File: config.mk
export PLATFORM = sky130hd
export DESIGN_NAME = led_matrix_scan_controller_top_flat
export DESIGN_NICKNAME = d
export VERILOG_FILES = /design/src/rtl/lmsc_pkg.sv /design/src/rtl/lmsc_if.sv /design/src/rtl/led_matrix_scan_controller_top.sv /design/src/flat_wrapper.sv
export SDC_FILE = /design/constraint.sdc
export NUM_CORES = 1
export LEC_CHECK = 0
export BUFFER_PORTS_ARGS = -buffer_cell sky130_fd_sc_hd__clkbuf_2
export CAP_MARGIN = 20
export CORE_MARGIN = 2
export CORE_UTILIZATION = 45
export DETAILED_ROUTE_END_ITERATION = 6
export PLACE_DENSITY = 0.62
export RECOVER_POWER = 50
export SYNTH_ARGS = -nofsm -noshare
export SYNTH_HDL_FRONTEND = slang
export SYNTH_SLANG_ARGS = --single-unit
File: constraint.sdc
create_clock -name clock -period 7.9 [get_ports clock]
set_input_delay 0.79 -clock clock [delete_from_list [all_inputs] [get_ports clock]]
set_output_delay 0.79 -clock clock [all_outputs]
set_load 0.01 [all_outputs]
File: src/rtl/lmsc_pkg.sv
// Package for the LED matrix scan controller.
// Holds shared widths, frame selector codes and latch target codes.
// No dependencies.
`timescale 1ns / 1ps

package lmsc_pkg;

   localparam int BYTE_W   = 8;
   localparam int TARGET_W = 3;
   localparam int IDX_W    = 3;
   localparam int ROWS     = 8;
   localparam int PAIRS    = 4;

   // frame selectors: Q/W/E/R load matrix column pairs; SEL_FWD loads LED row 8 and forwards
   localparam logic [BYTE_W-1:0] SEL_Q   = 8'h71;
   localparam logic [BYTE_W-1:0] SEL_W   = 8'h77;
   localparam logic [BYTE_W-1:0] SEL_E   = 8'h65;
   localparam logic [BYTE_W-1:0] SEL_R   = 8'h72;
   localparam logic [BYTE_W-1:0] SEL_FWD = 8'd8;

   // request kinds
   localparam logic REQ_SERIAL = 1'b0;
   localparam logic REQ_TICK   = 1'b1;

   typedef enum logic [TARGET_W-1:0] {
      TGT_LED_COL    = 3'd0,
      TGT_LED_ROW_LO = 3'd1,
      TGT_LED_ROW_HI = 3'd2,
      TGT_MTX_COMMON = 3'd3,
      TGT_RED        = 3'd4,
      TGT_BLUE       = 3'd5,
      TGT_GREEN      = 3'd6,
      TGT_FWD_UART   = 3'd7
   } target_type;

endpackage

File: src/rtl/lmsc_if.sv
// Valid/ready channel interfaces for the scan controller request and response.
// Depends on lmsc_pkg.
`timescale 1ns / 1ps

interface lmsc_req_if;
   logic                        valid;
   logic                        ready;
   logic                        req_type;
   logic [lmsc_pkg::BYTE_W-1:0] rx_byte;

   modport source (output valid, output req_type, output rx_byte, input ready);
   modport sink   (input valid, input req_type, input rx_byte, output ready);
endinterface

interface lmsc_rsp_if;
   logic                          valid;
   logic                          ready;
   logic [lmsc_pkg::BYTE_W-1:0]   out_byte;
   logic [lmsc_pkg::TARGET_W-1:0] latch_target;
   logic                          last;

   modport source (output valid, output out_byte, output latch_target, output last,
                   input ready);
   modport sink   (input valid, input out_byte, input latch_target, input last,
                   output ready);
endinterface

File: src/rtl/led_matrix_scan_controller_top.sv
// Latency: a tick's first write is offered the cycle after its transfer; writes follow
// one per cycle while rsp.ready holds, 9 per tick, 10 when the pending frame forwards
// a byte to the UART. Throughput: the single write sequencer runs one tick at a time
// and takes the next on the final write's transfer. Serial bytes are taken each cycle.
// Reset (synchronous, active high) clears counters, frame state and the valid bits of
// the row and matrix memories, so unwritten entries read as zero. No clearing pass.
`timescale 1ns / 1ps

module led_matrix_scan_controller_top (
   input  logic       clock,
   input  logic       reset,
   lmsc_req_if.sink   req,
   lmsc_rsp_if.source rsp
);

   typedef enum logic [3:0] {
      STEP_CLEAR_COL,
      STEP_ROW_LO,
      STEP_ROW_HI,
      STEP_ROW_SEL,
      STEP_CLEAR_COM,
      STEP_COLOR_A,
      STEP_COLOR_B,
      STEP_COLOR_C,
      STEP_COL_SEL,
      STEP_FWD
   } step_type;

   localparam int BW = lmsc_pkg::BYTE_W;
   localparam int IW = lmsc_pkg::IDX_W;

   // state memories: led rows 8 x 16, matrix columns as 4 pairs x 16
   logic [2*BW-1:0] led_mem [lmsc_pkg::ROWS];
   logic [2*BW-1:0] mtx_mem [lmsc_pkg::PAIRS];
   logic [lmsc_pkg::ROWS-1:0]  led_vld_ff;
   logic [lmsc_pkg::PAIRS-1:0] mtx_vld_ff;
   logic [2*BW-1:0] led_rd_ff;
   logic [2*BW-1:0] mtx_rd_ff;

   logic            busy_ff;
   step_type        step_ff, step_in;
   logic [IW-1:0]   row_ff, col_ff;
   logic [IW-1:0]   y_ff, z_ff;
   logic            fwd_ff;
   logic [BW-1:0]   fwd_byte_ff;
   logic [BW-1:0]   frame_ff [3];
   logic [1:0]      count_ff;
   logic            pending_ff;

   logic            rsp_xfer, last_xfer, tick_ready;
   logic            tick_xfer, byte_xfer;
   logic [BW-1:0]   sel;
   logic            led_we, mtx_we;
   logic [IW-1:0]   led_waddr;
   logic [1:0]      mtx_waddr;
   logic [BW-1:0]   m_byte;
   logic [BW-1:0]   row_bit, col_bit;

   assign rsp_xfer   = rsp.valid && rsp.ready;
   assign last_xfer  = rsp_xfer && rsp.last;
   assign tick_ready = !busy_ff || last_xfer;
   assign req.ready  = (req.req_type == lmsc_pkg::REQ_TICK) ? tick_ready : 1'b1;
   assign tick_xfer  = req.valid && req.ready && (req.req_type == lmsc_pkg::REQ_TICK);
   assign byte_xfer  = req.valid && req.ready && (req.req_type == lmsc_pkg::REQ_SERIAL);

   // frame decode; applied at the tick transfer, after that tick's reads
   assign sel = frame_ff[2];
   always_comb begin
      led_we    = 1'b0;
      mtx_we    = 1'b0;
      led_waddr = IW'(sel - 8'd1);
      mtx_waddr = 2'd0;
      unique case (sel) inside
         [8'd1:8'd8]: led_we = pending_ff;
         lmsc_pkg::SEL_Q: begin
            mtx_we    = pending_ff;
            mtx_waddr = 2'd3;
         end
         lmsc_pkg::SEL_W: begin
            mtx_we    = pending_ff;
            mtx_waddr = 2'd2;
         end
         lmsc_pkg::SEL_E: begin
            mtx_we    = pending_ff;
            mtx_waddr = 2'd1;
         end
         lmsc_pkg::SEL_R: begin
            mtx_we    = pending_ff;
            mtx_waddr = 2'd0;
         end
         default: ;
      endcase
   end

   // memories: read and write share the tick transfer edge; read returns the old
   // entry, which is the order the scan needs, so no forwarding is required
   always_ff @(posedge clock) begin
      if (tick_xfer) begin
         led_rd_ff <= led_vld_ff[row_ff] ? led_mem[row_ff] : '0;
         mtx_rd_ff <= mtx_vld_ff[col_ff[IW-1:1]] ? mtx_mem[col_ff[IW-1:1]] : '0;
         if (led_we) led_mem[led_waddr] <= {frame_ff[1], frame_ff[0]};
         // odd column in the high byte: byte0 goes to the odd column
         if (mtx_we) mtx_mem[mtx_waddr] <= {frame_ff[0], frame_ff[1]};
         y_ff        <= row_ff;
         z_ff        <= col_ff;
         fwd_byte_ff <= frame_ff[1];
      end
      if (byte_xfer && !pending_ff) begin
         case (count_ff)
            2'd1:    frame_ff[1] <= req.rx_byte;
            2'd2:    frame_ff[2] <= req.rx_byte;
            default: frame_ff[0] <= req.rx_byte;
         endcase
      end
   end

   always_comb begin
      unique case (step_ff)
         STEP_CLEAR_COL: step_in = STEP_ROW_LO;
         STEP_ROW_LO:    step_in = STEP_ROW_HI;
         STEP_ROW_HI:    step_in = STEP_ROW_SEL;
         STEP_ROW_SEL:   step_in = STEP_CLEAR_COM;
         STEP_CLEAR_COM: step_in = STEP_COLOR_A;
         STEP_COLOR_A:   step_in = STEP_COLOR_B;
         STEP_COLOR_B:   step_in = STEP_COLOR_C;
         STEP_COLOR_C:   step_in = STEP_COL_SEL;
         STEP_COL_SEL:   step_in = STEP_FWD;
         STEP_FWD:       step_in = STEP_CLEAR_COL;
         default:        step_in = STEP_CLEAR_COL;
      endcase
   end

   always_ff @(posedge clock) begin
      if (reset) begin
         busy_ff    <= 1'b0;
         step_ff    <= STEP_CLEAR_COL;
         row_ff     <= '0;
         col_ff     <= '0;
         fwd_ff     <= 1'b0;
         count_ff   <= 2'd0;
         pending_ff <= 1'b0;
         led_vld_ff <= '0;
         mtx_vld_ff <= '0;
      end else begin
         if (tick_xfer) begin
            busy_ff    <= 1'b1;
            step_ff    <= STEP_CLEAR_COL;
            row_ff     <= row_ff + IW'(1);
            col_ff     <= col_ff - IW'(1);
            fwd_ff     <= pending_ff && (sel == lmsc_pkg::SEL_FWD);
            pending_ff <= 1'b0;
            if (led_we) led_vld_ff[led_waddr] <= 1'b1;
            if (mtx_we) mtx_vld_ff[mtx_waddr] <= 1'b1;
         end else if (rsp_xfer) begin
            if (rsp.last) busy_ff <= 1'b0;
            else          step_ff <= step_in;
         end
         if (byte_xfer && !pending_ff) begin
            if (count_ff >= 2'd2) begin
               count_ff   <= 2'd0;
               pending_ff <= 1'b1;
            end else begin
               count_ff <= count_ff + 2'd1;
            end
         end
      end
   end

   assign m_byte  = z_ff[0] ? mtx_rd_ff[2*BW-1:BW] : mtx_rd_ff[BW-1:0];
   assign row_bit = BW'(1) << y_ff;
   assign col_bit = BW'(1) << z_ff;

   always_comb begin
      rsp.out_byte     = '0;
      rsp.latch_target = lmsc_pkg::TGT_LED_COL;
      unique case (step_ff)
         STEP_CLEAR_COL: rsp.latch_target = lmsc_pkg::TGT_LED_COL;
         STEP_ROW_LO: begin
            rsp.out_byte     = led_rd_ff[BW-1:0];
            rsp.latch_target = lmsc_pkg::TGT_LED_ROW_LO;
         end
         STEP_ROW_HI: begin
            rsp.out_byte     = led_rd_ff[2*BW-1:BW];
            rsp.latch_target = lmsc_pkg::TGT_LED_ROW_HI;
         end
         STEP_ROW_SEL: begin
            rsp.out_byte     = row_bit;
            rsp.latch_target = lmsc_pkg::TGT_LED_COL;
         end
         STEP_CLEAR_COM: rsp.latch_target = lmsc_pkg::TGT_MTX_COMMON;
         STEP_COLOR_A: begin
            rsp.out_byte = m_byte;
            case (z_ff[IW-1:1])
               2'd3:    rsp.latch_target = lmsc_pkg::TGT_BLUE;
               2'd0:    rsp.latch_target = lmsc_pkg::TGT_GREEN;
               default: rsp.latch_target = lmsc_pkg::TGT_RED;
            endcase
         end
         STEP_COLOR_B: begin
            case (z_ff[IW-1:1])
               2'd3:    rsp.latch_target = lmsc_pkg::TGT_RED;
               2'd1: begin
                  rsp.out_byte     = m_byte;
                  rsp.latch_target = lmsc_pkg::TGT_GREEN;
               end
               default: rsp.latch_target = lmsc_pkg::TGT_BLUE;
            endcase
         end
         STEP_COLOR_C: begin
            case (z_ff[IW-1:1])
               2'd1:    rsp.latch_target = lmsc_pkg::TGT_BLUE;
               2'd0:    rsp.latch_target = lmsc_pkg::TGT_RED;
               default: rsp.latch_target = lmsc_pkg::TGT_GREEN;
            endcase
         end
         STEP_COL_SEL: begin
            rsp.out_byte     = col_bit;
            rsp.latch_target = lmsc_pkg::TGT_MTX_COMMON;
         end
         STEP_FWD: begin
            rsp.out_byte     = fwd_byte_ff;
            rsp.latch_target = lmsc_pkg::TGT_FWD_UART;
         end
         default: ;
      endcase
   end

   assign rsp.valid = busy_ff;
   assign rsp.last  = (step_ff == STEP_FWD) || ((step_ff == STEP_COL_SEL) && !fwd_ff);

   // a tick starts its write sequence from the top on the next cycle
   a_tick_start: assert property (@(posedge clock) disable iff (reset)
      tick_xfer |=> rsp.valid && (step_ff == STEP_CLEAR_COL))
      else $error("tick did not start write sequence");

   // the final write ends the sequence unless a new tick is taken with it
   a_last_ends: assert property (@(posedge clock) disable iff (reset)
      last_xfer && !tick_xfer |=> !rsp.valid)
      else $error("sequence continued past final write");

   // forward write only follows a frame that asked for it
   a_fwd_step: assert property (@(posedge clock) disable iff (reset)
      rsp.valid && (step_ff == STEP_FWD) |-> fwd_ff)
      else $error("forward write without forwarding frame");

   // a pending frame is held, bytes dropped, until a tick consumes it
   a_pending_hold: assert property (@(posedge clock) disable iff (reset)
      pending_ff && !tick_xfer |=> pending_ff && $stable(frame_ff[2]))
      else $error("pending frame lost before tick");

endmodule

File: src/flat_wrapper.sv
// flat-port wrapper written by rule: the top's interface ports become plain ports
module led_matrix_scan_controller_top_flat 
  (clock, reset, req_valid, req_req_type, req_rx_byte, req_ready, rsp_valid, rsp_out_byte, rsp_latch_target, rsp_last, rsp_ready);
  lmsc_req_if req_i ();
  lmsc_rsp_if rsp_i ();
  input  logic clock;
  input  logic reset;
  input wire logic [$bits(req_i.valid)-1:0] req_valid;
  input wire logic [$bits(req_i.req_type)-1:0] req_req_type;
  input wire logic [$bits(req_i.rx_byte)-1:0] req_rx_byte;
  output wire logic [$bits(req_i.ready)-1:0] req_ready;
  output wire logic [$bits(rsp_i.valid)-1:0] rsp_valid;
  output wire logic [$bits(rsp_i.out_byte)-1:0] rsp_out_byte;
  output wire logic [$bits(rsp_i.latch_target)-1:0] rsp_latch_target;
  output wire logic [$bits(rsp_i.last)-1:0] rsp_last;
  input wire logic [$bits(rsp_i.ready)-1:0] rsp_ready;
  assign req_i.valid = req_valid;
  assign req_i.req_type = req_req_type;
  assign req_i.rx_byte = req_rx_byte;
  assign req_ready = req_i.ready;
  assign rsp_valid = rsp_i.valid;
  assign rsp_out_byte = rsp_i.out_byte;
  assign rsp_latch_target = rsp_i.latch_target;
  assign rsp_last = rsp_i.last;
  assign rsp_i.ready = rsp_ready;
  led_matrix_scan_controller_top u_core (.clock(clock), .reset(reset), .req(req_i), .rsp(rsp_i));
endmodule
After elaboration in Yosys (flattened, before gate mapping)
Memories as Yosys holds them, arrays and structs flattened. A register that Yosys moved wholly into a read port is not among the register bits.
Cells that the tools add are included.

word-level totals
  bits in registers = 37
  bits in writable memories = 216
  bits in read-only memories = 64
  input bits = 13
  logic and storage cells = 130
  memories = 4

memories
  name              words  bits a word  read ports  clocked after Yosys merged registers in  write ports  RTL line                               source
  u_core.led_mem    8      16           1           1                                        1            led_matrix_scan_controller_top.sv:33   logic [2*BW-1:0] led_mem [lmsc_pkg::ROWS];
  (name not given)  16     4            1           1                                        0            led_matrix_scan_controller_top.sv:118  unique case (step_ff)
  u_core.mtx_mem    4      16           1           1                                        1            led_matrix_scan_controller_top.sv:34   logic [2*BW-1:0] mtx_mem [lmsc_pkg::PAIRS];
  u_core.frame_ff   3      8            3           0                                        1            led_matrix_scan_controller_top.sv:46   logic [BW-1:0] frame_ff [3];

cells by class
  $add $sub $neg = 4
  order comparisons = 9
  equality and inequality tests = 18
  shifts and indexed selects = 2
  muxes and demuxes = 47
  bitwise gates (word level) = 4
  reduce and logical (&&, ||, !) cells = 31

operators by type and width
  cell                 number
  $pmux 8 s7           1
  $eq 8x7->1 const B   4
  $mux 8               4
  $mux 1               30
  $pmux 3 s7           1
  $eq 4x3->1 const B   4
  $reduce_or 8->1      2
  $shl 1x3->8 const A  2
  $pmux 2 s2           3
  $logic_and 1x1->1    11
  $eq 4x2->1 const B   2
  $eq 4x4->1 const B   2
  $eq 8x4->1 const B   1
  $ge 8x1->1 const B   1
  $le 8x4->1 const B   1
  $lt 3x4->1 const B   2
  $or 8x8->8           1
  $reduce_and 2->1     4
  $lt 2x3->1 const B   2
  $mux 2               3
  $pmux 2 s3           1
  $reduce_or 2->1      3
  $sub 3x1->3 const B  2
  $logic_not 1->1      5
  other kinds (18)     23

Longest topological paths before layout
  word-level depth = 14
  gate-level depth with buffers = 7

Least setup slack after synthesis
Ideal clock, no wire load.

  path type = register to register
  start = mem u_core.frame_ff[0][16] in the netlist's numbering
  end = mem u_core.led_mem[2][0] in the netlist's numbering (enable)
  data arrival time = 3280 ps
  required time = 7470 ps
  slack = 4190 ps
  cell stages (with the launch flop) = 8
  buffers on the path = 1
  clock period less this slack = 3710 ps
  path through = edfxtp_1 > inv_1 > ha_1 > nor2b_1 > mux2i_1 > o211ai_4 > buf_6 > nor4_1

RTL lines
  element             RTL line
  start: declaration  led_matrix_scan_controller_top.sv:46
  end: declaration    led_matrix_scan_controller_top.sv:33

Final worst setup path
  start = reg u_core.row_ff[0]
  end = reg u_core.led_rd_ff[4], read port of u_core.led_mem, data pin

between the ends
  longest elaborated chain between the ends = 3

RTL lines
  element                           RTL line                               source
  start: declaration                led_matrix_scan_controller_top.sv:42   logic [IW-1:0] row_ff, col_ff;
  start signal: assignment          led_matrix_scan_controller_top.sv:148  row_ff <= row_ff + IW'(1);
  $bmux 1 s3                        led_matrix_scan_controller_top.sv:99   led_rd_ff <= led_vld_ff[row_ff] ? led_mem[row_ff] : '0;
  $mux 1 (implied by the code)      led_matrix_scan_controller_top.sv:99
  $logic_not 1->1 (no source line)  n/a
  end: declaration                  led_matrix_scan_controller_top.sv:37   logic [2*BW-1:0] led_rd_ff;

Several ways; a longest one is shown, not always the timed one. The select of a mux whose other input is x is not followed.
A chain may end at the register's enable or synchronous reset.

==> results.md <==
Detailed routing:
- For this run, design rule violations remaining after detail routing come to 0.
- For this block, the routed nets add up to 23.61 mm of wire.
- The top routing layer in use is met4.
- In the final routed layout, each cell accounts on average for 22.40 µm.
- After detailed routing, the wire length on met1 is 10.99 mm.
- The DRC violation total after the first TritonRoute iteration is 479.
- The vias after detailed routing is 5984.
- The detail route stage leaves a number of antenna-violating nets equal to 0.
- The met3 wirelength from detailed routing is around 1.1 mm.
- Dividing the detail-routed via count by the number of cells gives between 5 and 6.
- The met2 routed wirelength is about 11 mm.
- For this run, the detailed router's first-pass iteration total came to 5.

GRT:
- The number of global-route vias before repair was 6004.
- Entering global routing, the biggest net connects 55 pins.
- The overall overflow remaining after global route is 0.
- The initial antenna violation count is 0.
- The global-route wire length before repair is between 30 and 40 mm.
- Global routing consumed, over all layers together, between 10% and 20% of the routing resources.

STA:
- The worst slew slack as a fraction of its limit is -98.44%.
- Setup repair after global routing left no endpoint under its margin.
- The final critical path takes up 49.11% of the cycle.
- The worst slack on hold paths is 462.0 ps.
- For the pin with the worst max-slew slack, the measured transition is roughly 3000 ps.
- The number of failing hold endpoints at the final stage is 0.
- The time the final worst path needs with I/O delays and setup is 3880 ps.
- The final worst clock skew is a little over 10 ps.
- After routing, the total negative slack on setup checks comes to 0 ps.
- Setup violations remaining at the end of the flow were counted as 0.
- The maximum frequency from static timing analysis is around 0.26 GHz.
- The number of max-slew violations in the final report was between 90 and 100.

Placed design:
- The last weighted congestion value of the routability-driven placer is 0.7583.
- The port buffer count is 26.
- The HPWL after detailed placement is 15.39 mm.

Yosys:
- The most used flip-flop cell after synthesis is sky130_fd_sc_hd__edfxtp_1.
- The synthesized design contains between 200 and 300 enable-type register cells.
- The post-synthesis net count is about 690.
- In this run, distinct cell masters in the synthesized netlist total between 60 and 70.
- The count of mapped cells out of synthesis is roughly 660.
- The flip-flop and latch count after synthesis is slightly below 300.
- After synthesis, the share of flip-flops with an asynchronous set or reset is 0%.
- For this run, the register share of the synthesized area comes to between 70% and 80%.
- The cell area that synthesis handed to floorplanning was roughly 0.012 mm².
- For this run, the number of Yosys warnings is 0.
- The mean post-synth cell area is roughly 18 µm².

Floorplan:
- From left edge to right edge, the die measures about 170 µm.
- The vertical extent of the die is roughly 170 µm.
- The number of ports placed on the die boundary is 27.
- The core box area is ~0.026 mm².
- The die area is approximately 0.027 mm².
- Row generation in the floorplan step produced 59 rows.
- The effective utilization at floorplan is 45.46%.

Setup path:
- The type of destination of the critical path is a flip-flop.
- Data on the critical path is required at its endpoint by 8140 ps.
- The family of cells with the greatest summed delay on the critical path is buffers and inverters.
- The endpoint identified for the worst register-to-register timing path is u_core.led_rd_ff[4]$_SDFFCE_PN0P_.
- The start point of the critical path is u_core.row_ff[0]$_SDFFE_PP0P_.
- The depth of the worst register-to-register path is 4.
- The slowest cell on the critical path is sky130_fd_sc_hd__clkbuf_1.
- The critical path is of the flip-flop to flip-flop type.
- The delay of the slowest critical-path stage is approximately 2100 ps.
- Traced cell by cell, the critical path runs through clkbuf_1, mux4_1, nand2_1, a21oi_1.
- The register-to-register setup slack is 4020 ps.
- Data on the critical path arrives at its endpoint at between 4000 and 5000 ps.
- The worst setup path is launched from a flip-flop.
- Along the worst path, the maximum fanout reaches 36.
- The worst path buffer plus inverter count is 1.
- The worst register-to-register path begins at u_core.row_ff[0]$_SDFFE_PP0P_.

Min path:
- The worst hold path startpoint is u_core.mtx_vld_ff[0]$_SDFFE_PP0N_.
- The worst hold path passes through 2 cells.
- The path class of the tightest hold or removal check is flip-flop to flip-flop.
- The path with the worst hold slack has its endpoint at u_core.mtx_vld_ff[0]$_SDFFE_PP0N_.

Layout:
- The utilization after layout is approximately half.
- The number of diodes is 0.
- The number of nets in the finished design is ~730.
- Of the cells placed in the final design, the portion with a size suffix greater than 1 is between 20% and 30%.
- From synthesis to final layout, the design area changed by 11.95%.

Clock network:
- The number of gates resized after cts is 0.
- The number of H-tree branching levels is 1.
- The number of post-CTS setup repair buffers is 0.
- The deepest clock path buffer count is 3.
- The number of hold buffers added after CTS was 0.
- Clock tree synthesis inserted a total of 29 buffers.
- At the later pin of the worst-skew pair, clock insertion delay measures 540 ps.
- The clock transition time at the flip-flop clock pins of the worst setup and hold paths is roughly 60 ps.
- TritonCTS built the clock tree.
- Counting every sink on the clock net gives roughly 290.
- The cell sitting at the root of the clock tree is a sky130_fd_sc_hd__clkbuf_16.

Flow run:
- Max-cap violations in this run came to 3.

Run status:
- The checks that failed: max-capacitance violations, max-slew violations.
- The run finished, with violations left.

Power:
- VDD sags by at most ~170 µV.
- The leakage power of the design is approximately 4.2 nW.
- The power per standard cell area is between 200 and 250 mW/mm².
- The overall power of the completed layout is roughly 3.2 mW.
-- flip-flops by register name, summed over array words and instances, names as in the netlist, 4 cells and up --
register            count
u_core.frame_ff        24
u_core.fwd_byte_ff      8
u_core.led_mem        128
u_core.led_rd_ff       16
u_core.led_vld_ff       8
u_core.mtx_mem         64
u_core.mtx_rd_ff       16
u_core.mtx_vld_ff       4
u_core.step_ff          4
-- stage by stage --
| step | worst slack, ps | instances | instance area, µm² |
|---|---|---|---|
| floorplan | 4190 | 663 | 11750 |
| global placement | 5180 | 1003 | 12250 |
| detailed placement | 5106 | 1003 | 12250 |
| CTS | 4579 | 1054 | 13210 |
| global route | 3503 | 1054 | 13150 |
| finish | 4021 | 1054 | 13150 |
-- cell usage after synthesis (3+ instances only) --
cell type	number	area share (%)
sky130_fd_sc_hd__edfxtp_1	262	67
sky130_fd_sc_hd__mux4_2	50	9.6
sky130_fd_sc_hd__nand2_1	43	1.4
sky130_fd_sc_hd__dfxtp_1	27	4.6
sky130_fd_sc_hd__a21oi_1	25	1.1
sky130_fd_sc_hd__nor2b_1	23	1.2
sky130_fd_sc_hd__inv_1	21	0.67
sky130_fd_sc_hd__clkbuf_1	15	0.48
sky130_fd_sc_hd__ha_1	15	1.6
sky130_fd_sc_hd__mux2i_1	13	1.1
sky130_fd_sc_hd__nor3_1	12	0.51
sky130_fd_sc_hd__nor2_1	11	0.35
sky130_fd_sc_hd__a21oi_2	10	0.75
sky130_fd_sc_hd__nand2b_1	9	0.48
sky130_fd_sc_hd__a22o_1	8	0.60
sky130_fd_sc_hd__buf_2	7	0.30
sky130_fd_sc_hd__buf_6	6	0.58
sky130_fd_sc_hd__nand3_1	6	0.26
sky130_fd_sc_hd__o21ai_0	6	0.26
sky130_fd_sc_hd__o221ai_1	6	0.45
sky130_fd_sc_hd__o22ai_1	6	0.32
sky130_fd_sc_hd__buf_4	5	0.32
sky130_fd_sc_hd__nor4_1	5	0.27
sky130_fd_sc_hd__and2_1	4	0.21
sky130_fd_sc_hd__mux2_2	3	0.29
sky130_fd_sc_hd__nand3b_1	3	0.19
sky130_fd_sc_hd__nand4b_1	3	0.22
-- placed cells by master (no fill, tap or decap), types with 3 or more instances in the layout --
| cell | n |
|---|---|
| sky130_fd_sc_hd__edfxtp_1 | 262 |
| sky130_fd_sc_hd__o221ai_1 | 6 |
| sky130_fd_sc_hd__mux2_2 | 3 |
| sky130_fd_sc_hd__nor2_1 | 11 |
| sky130_fd_sc_hd__nand3b_1 | 3 |
| sky130_fd_sc_hd__dfxtp_1 | 27 |
| sky130_fd_sc_hd__nand2_1 | 43 |
| sky130_fd_sc_hd__inv_1 | 21 |
| sky130_fd_sc_hd__nand3_1 | 6 |
| sky130_fd_sc_hd__clkbuf_2 | 17 |
| sky130_fd_sc_hd__nand4b_1 | 3 |
| sky130_fd_sc_hd__nor3_1 | 7 |
| sky130_fd_sc_hd__a22o_1 | 8 |
| sky130_fd_sc_hd__nor2b_1 | 23 |
| sky130_fd_sc_hd__bufinv_16 | 5 |
| sky130_fd_sc_hd__nor3_2 | 4 |
| sky130_fd_sc_hd__clkinv_1 | 5 |
| sky130_fd_sc_hd__o21a_1 | 3 |
| sky130_fd_sc_hd__clkbuf_16 | 29 |
| sky130_fd_sc_hd__o21ai_0 | 7 |
| sky130_fd_sc_hd__nor4_2 | 6 |
| sky130_fd_sc_hd__ha_1 | 15 |
| sky130_fd_sc_hd__o22ai_1 | 6 |
| sky130_fd_sc_hd__nand2b_1 | 9 |
| sky130_fd_sc_hd__mux4_2 | 50 |
| sky130_fd_sc_hd__clkinv_2 | 8 |
| sky130_fd_sc_hd__buf_4 | 9 |
| sky130_fd_sc_hd__mux2i_1 | 13 |
| sky130_fd_sc_hd__a21oi_2 | 10 |
| sky130_fd_sc_hd__clkbuf_1 | 15 |
| sky130_fd_sc_hd__a21oi_1 | 25 |
-- power breakdown --
group / switching, mW / internal [mW] / leakage [nW] / total [mW]
sequential: 0.0226 / 1.67 / 2.60 / 1.70
combinational: 0.0551 / 0.0497 / 1.12 / 0.105
clock: 0.548 / 0.829 / 0.471 / 1.38
-- kinds of logic (layout without fill, tap and decap cells) --
logic type	after synthesis	after routing	share of synthesized area (%)
AO/OA/AOI/OAI	90	90	5.785
XOR/XNOR	2	2	0.1492
adder cells (fa/ha/maj)	15	15	1.598
buffers and inverters	57	113	2.461
flip-flops	289	289	71.59
multiplexers	70	70	11.65
AND/OR/NAND/NOR	140	140	6.765
-- final cells by class --
type                    count  area [µm²]
repair buffers             38       197.7
flip-flops and latches    289        8408
clock buffers              32       737.0
fillers                  2115       12690
well taps                 335       419.2
multi-input cells         317        3078
inverters                  24       92.59
clock inverters            19       216.5
-- worst max-delay path by stage --
stage	cells past startpoint	slack, ps	endpoint
4_1_cts	7	4580	rsp_out_byte[1]
3_5_place_dp	7	5110	u_core.led_mem[2][2]$_DFFE_PP_
3_3_place_gp	5	5180	u_core.mtx_mem[1][2]$_DFFE_PP_
2_1_floorplan	7	4190	u_core.led_mem[2][0]$_DFFE_PP_
5_1_grt	4	3500	u_core.led_rd_ff[4]$_SDFFCE_PN0P_
6_report	4	4020	u_core.led_rd_ff[4]$_SDFFCE_PN0P_
-- layer usage --
| metal | GRT usage (%) | up-vias |
|---|---|---|
| met4 | 4.232 | 0 |
| met2 | 28.42 | 164 |
| met5 | 0 | - |
| met1 | 26.46 | 3085 |
| met3 | 2.048 | 41 |
| li1 | - | 2694 |
-- worst reg2reg max path, cell delays in order (launching register included) --
cell and delay (ps):
sky130_fd_sc_hd__dfxtp_1 410, sky130_fd_sc_hd__clkbuf_1 2130, sky130_fd_sc_hd__mux4_1 830, sky130_fd_sc_hd__nand2_1 120, sky130_fd_sc_hd__a21oi_1 100
Power figures use the tool's default switching activity.
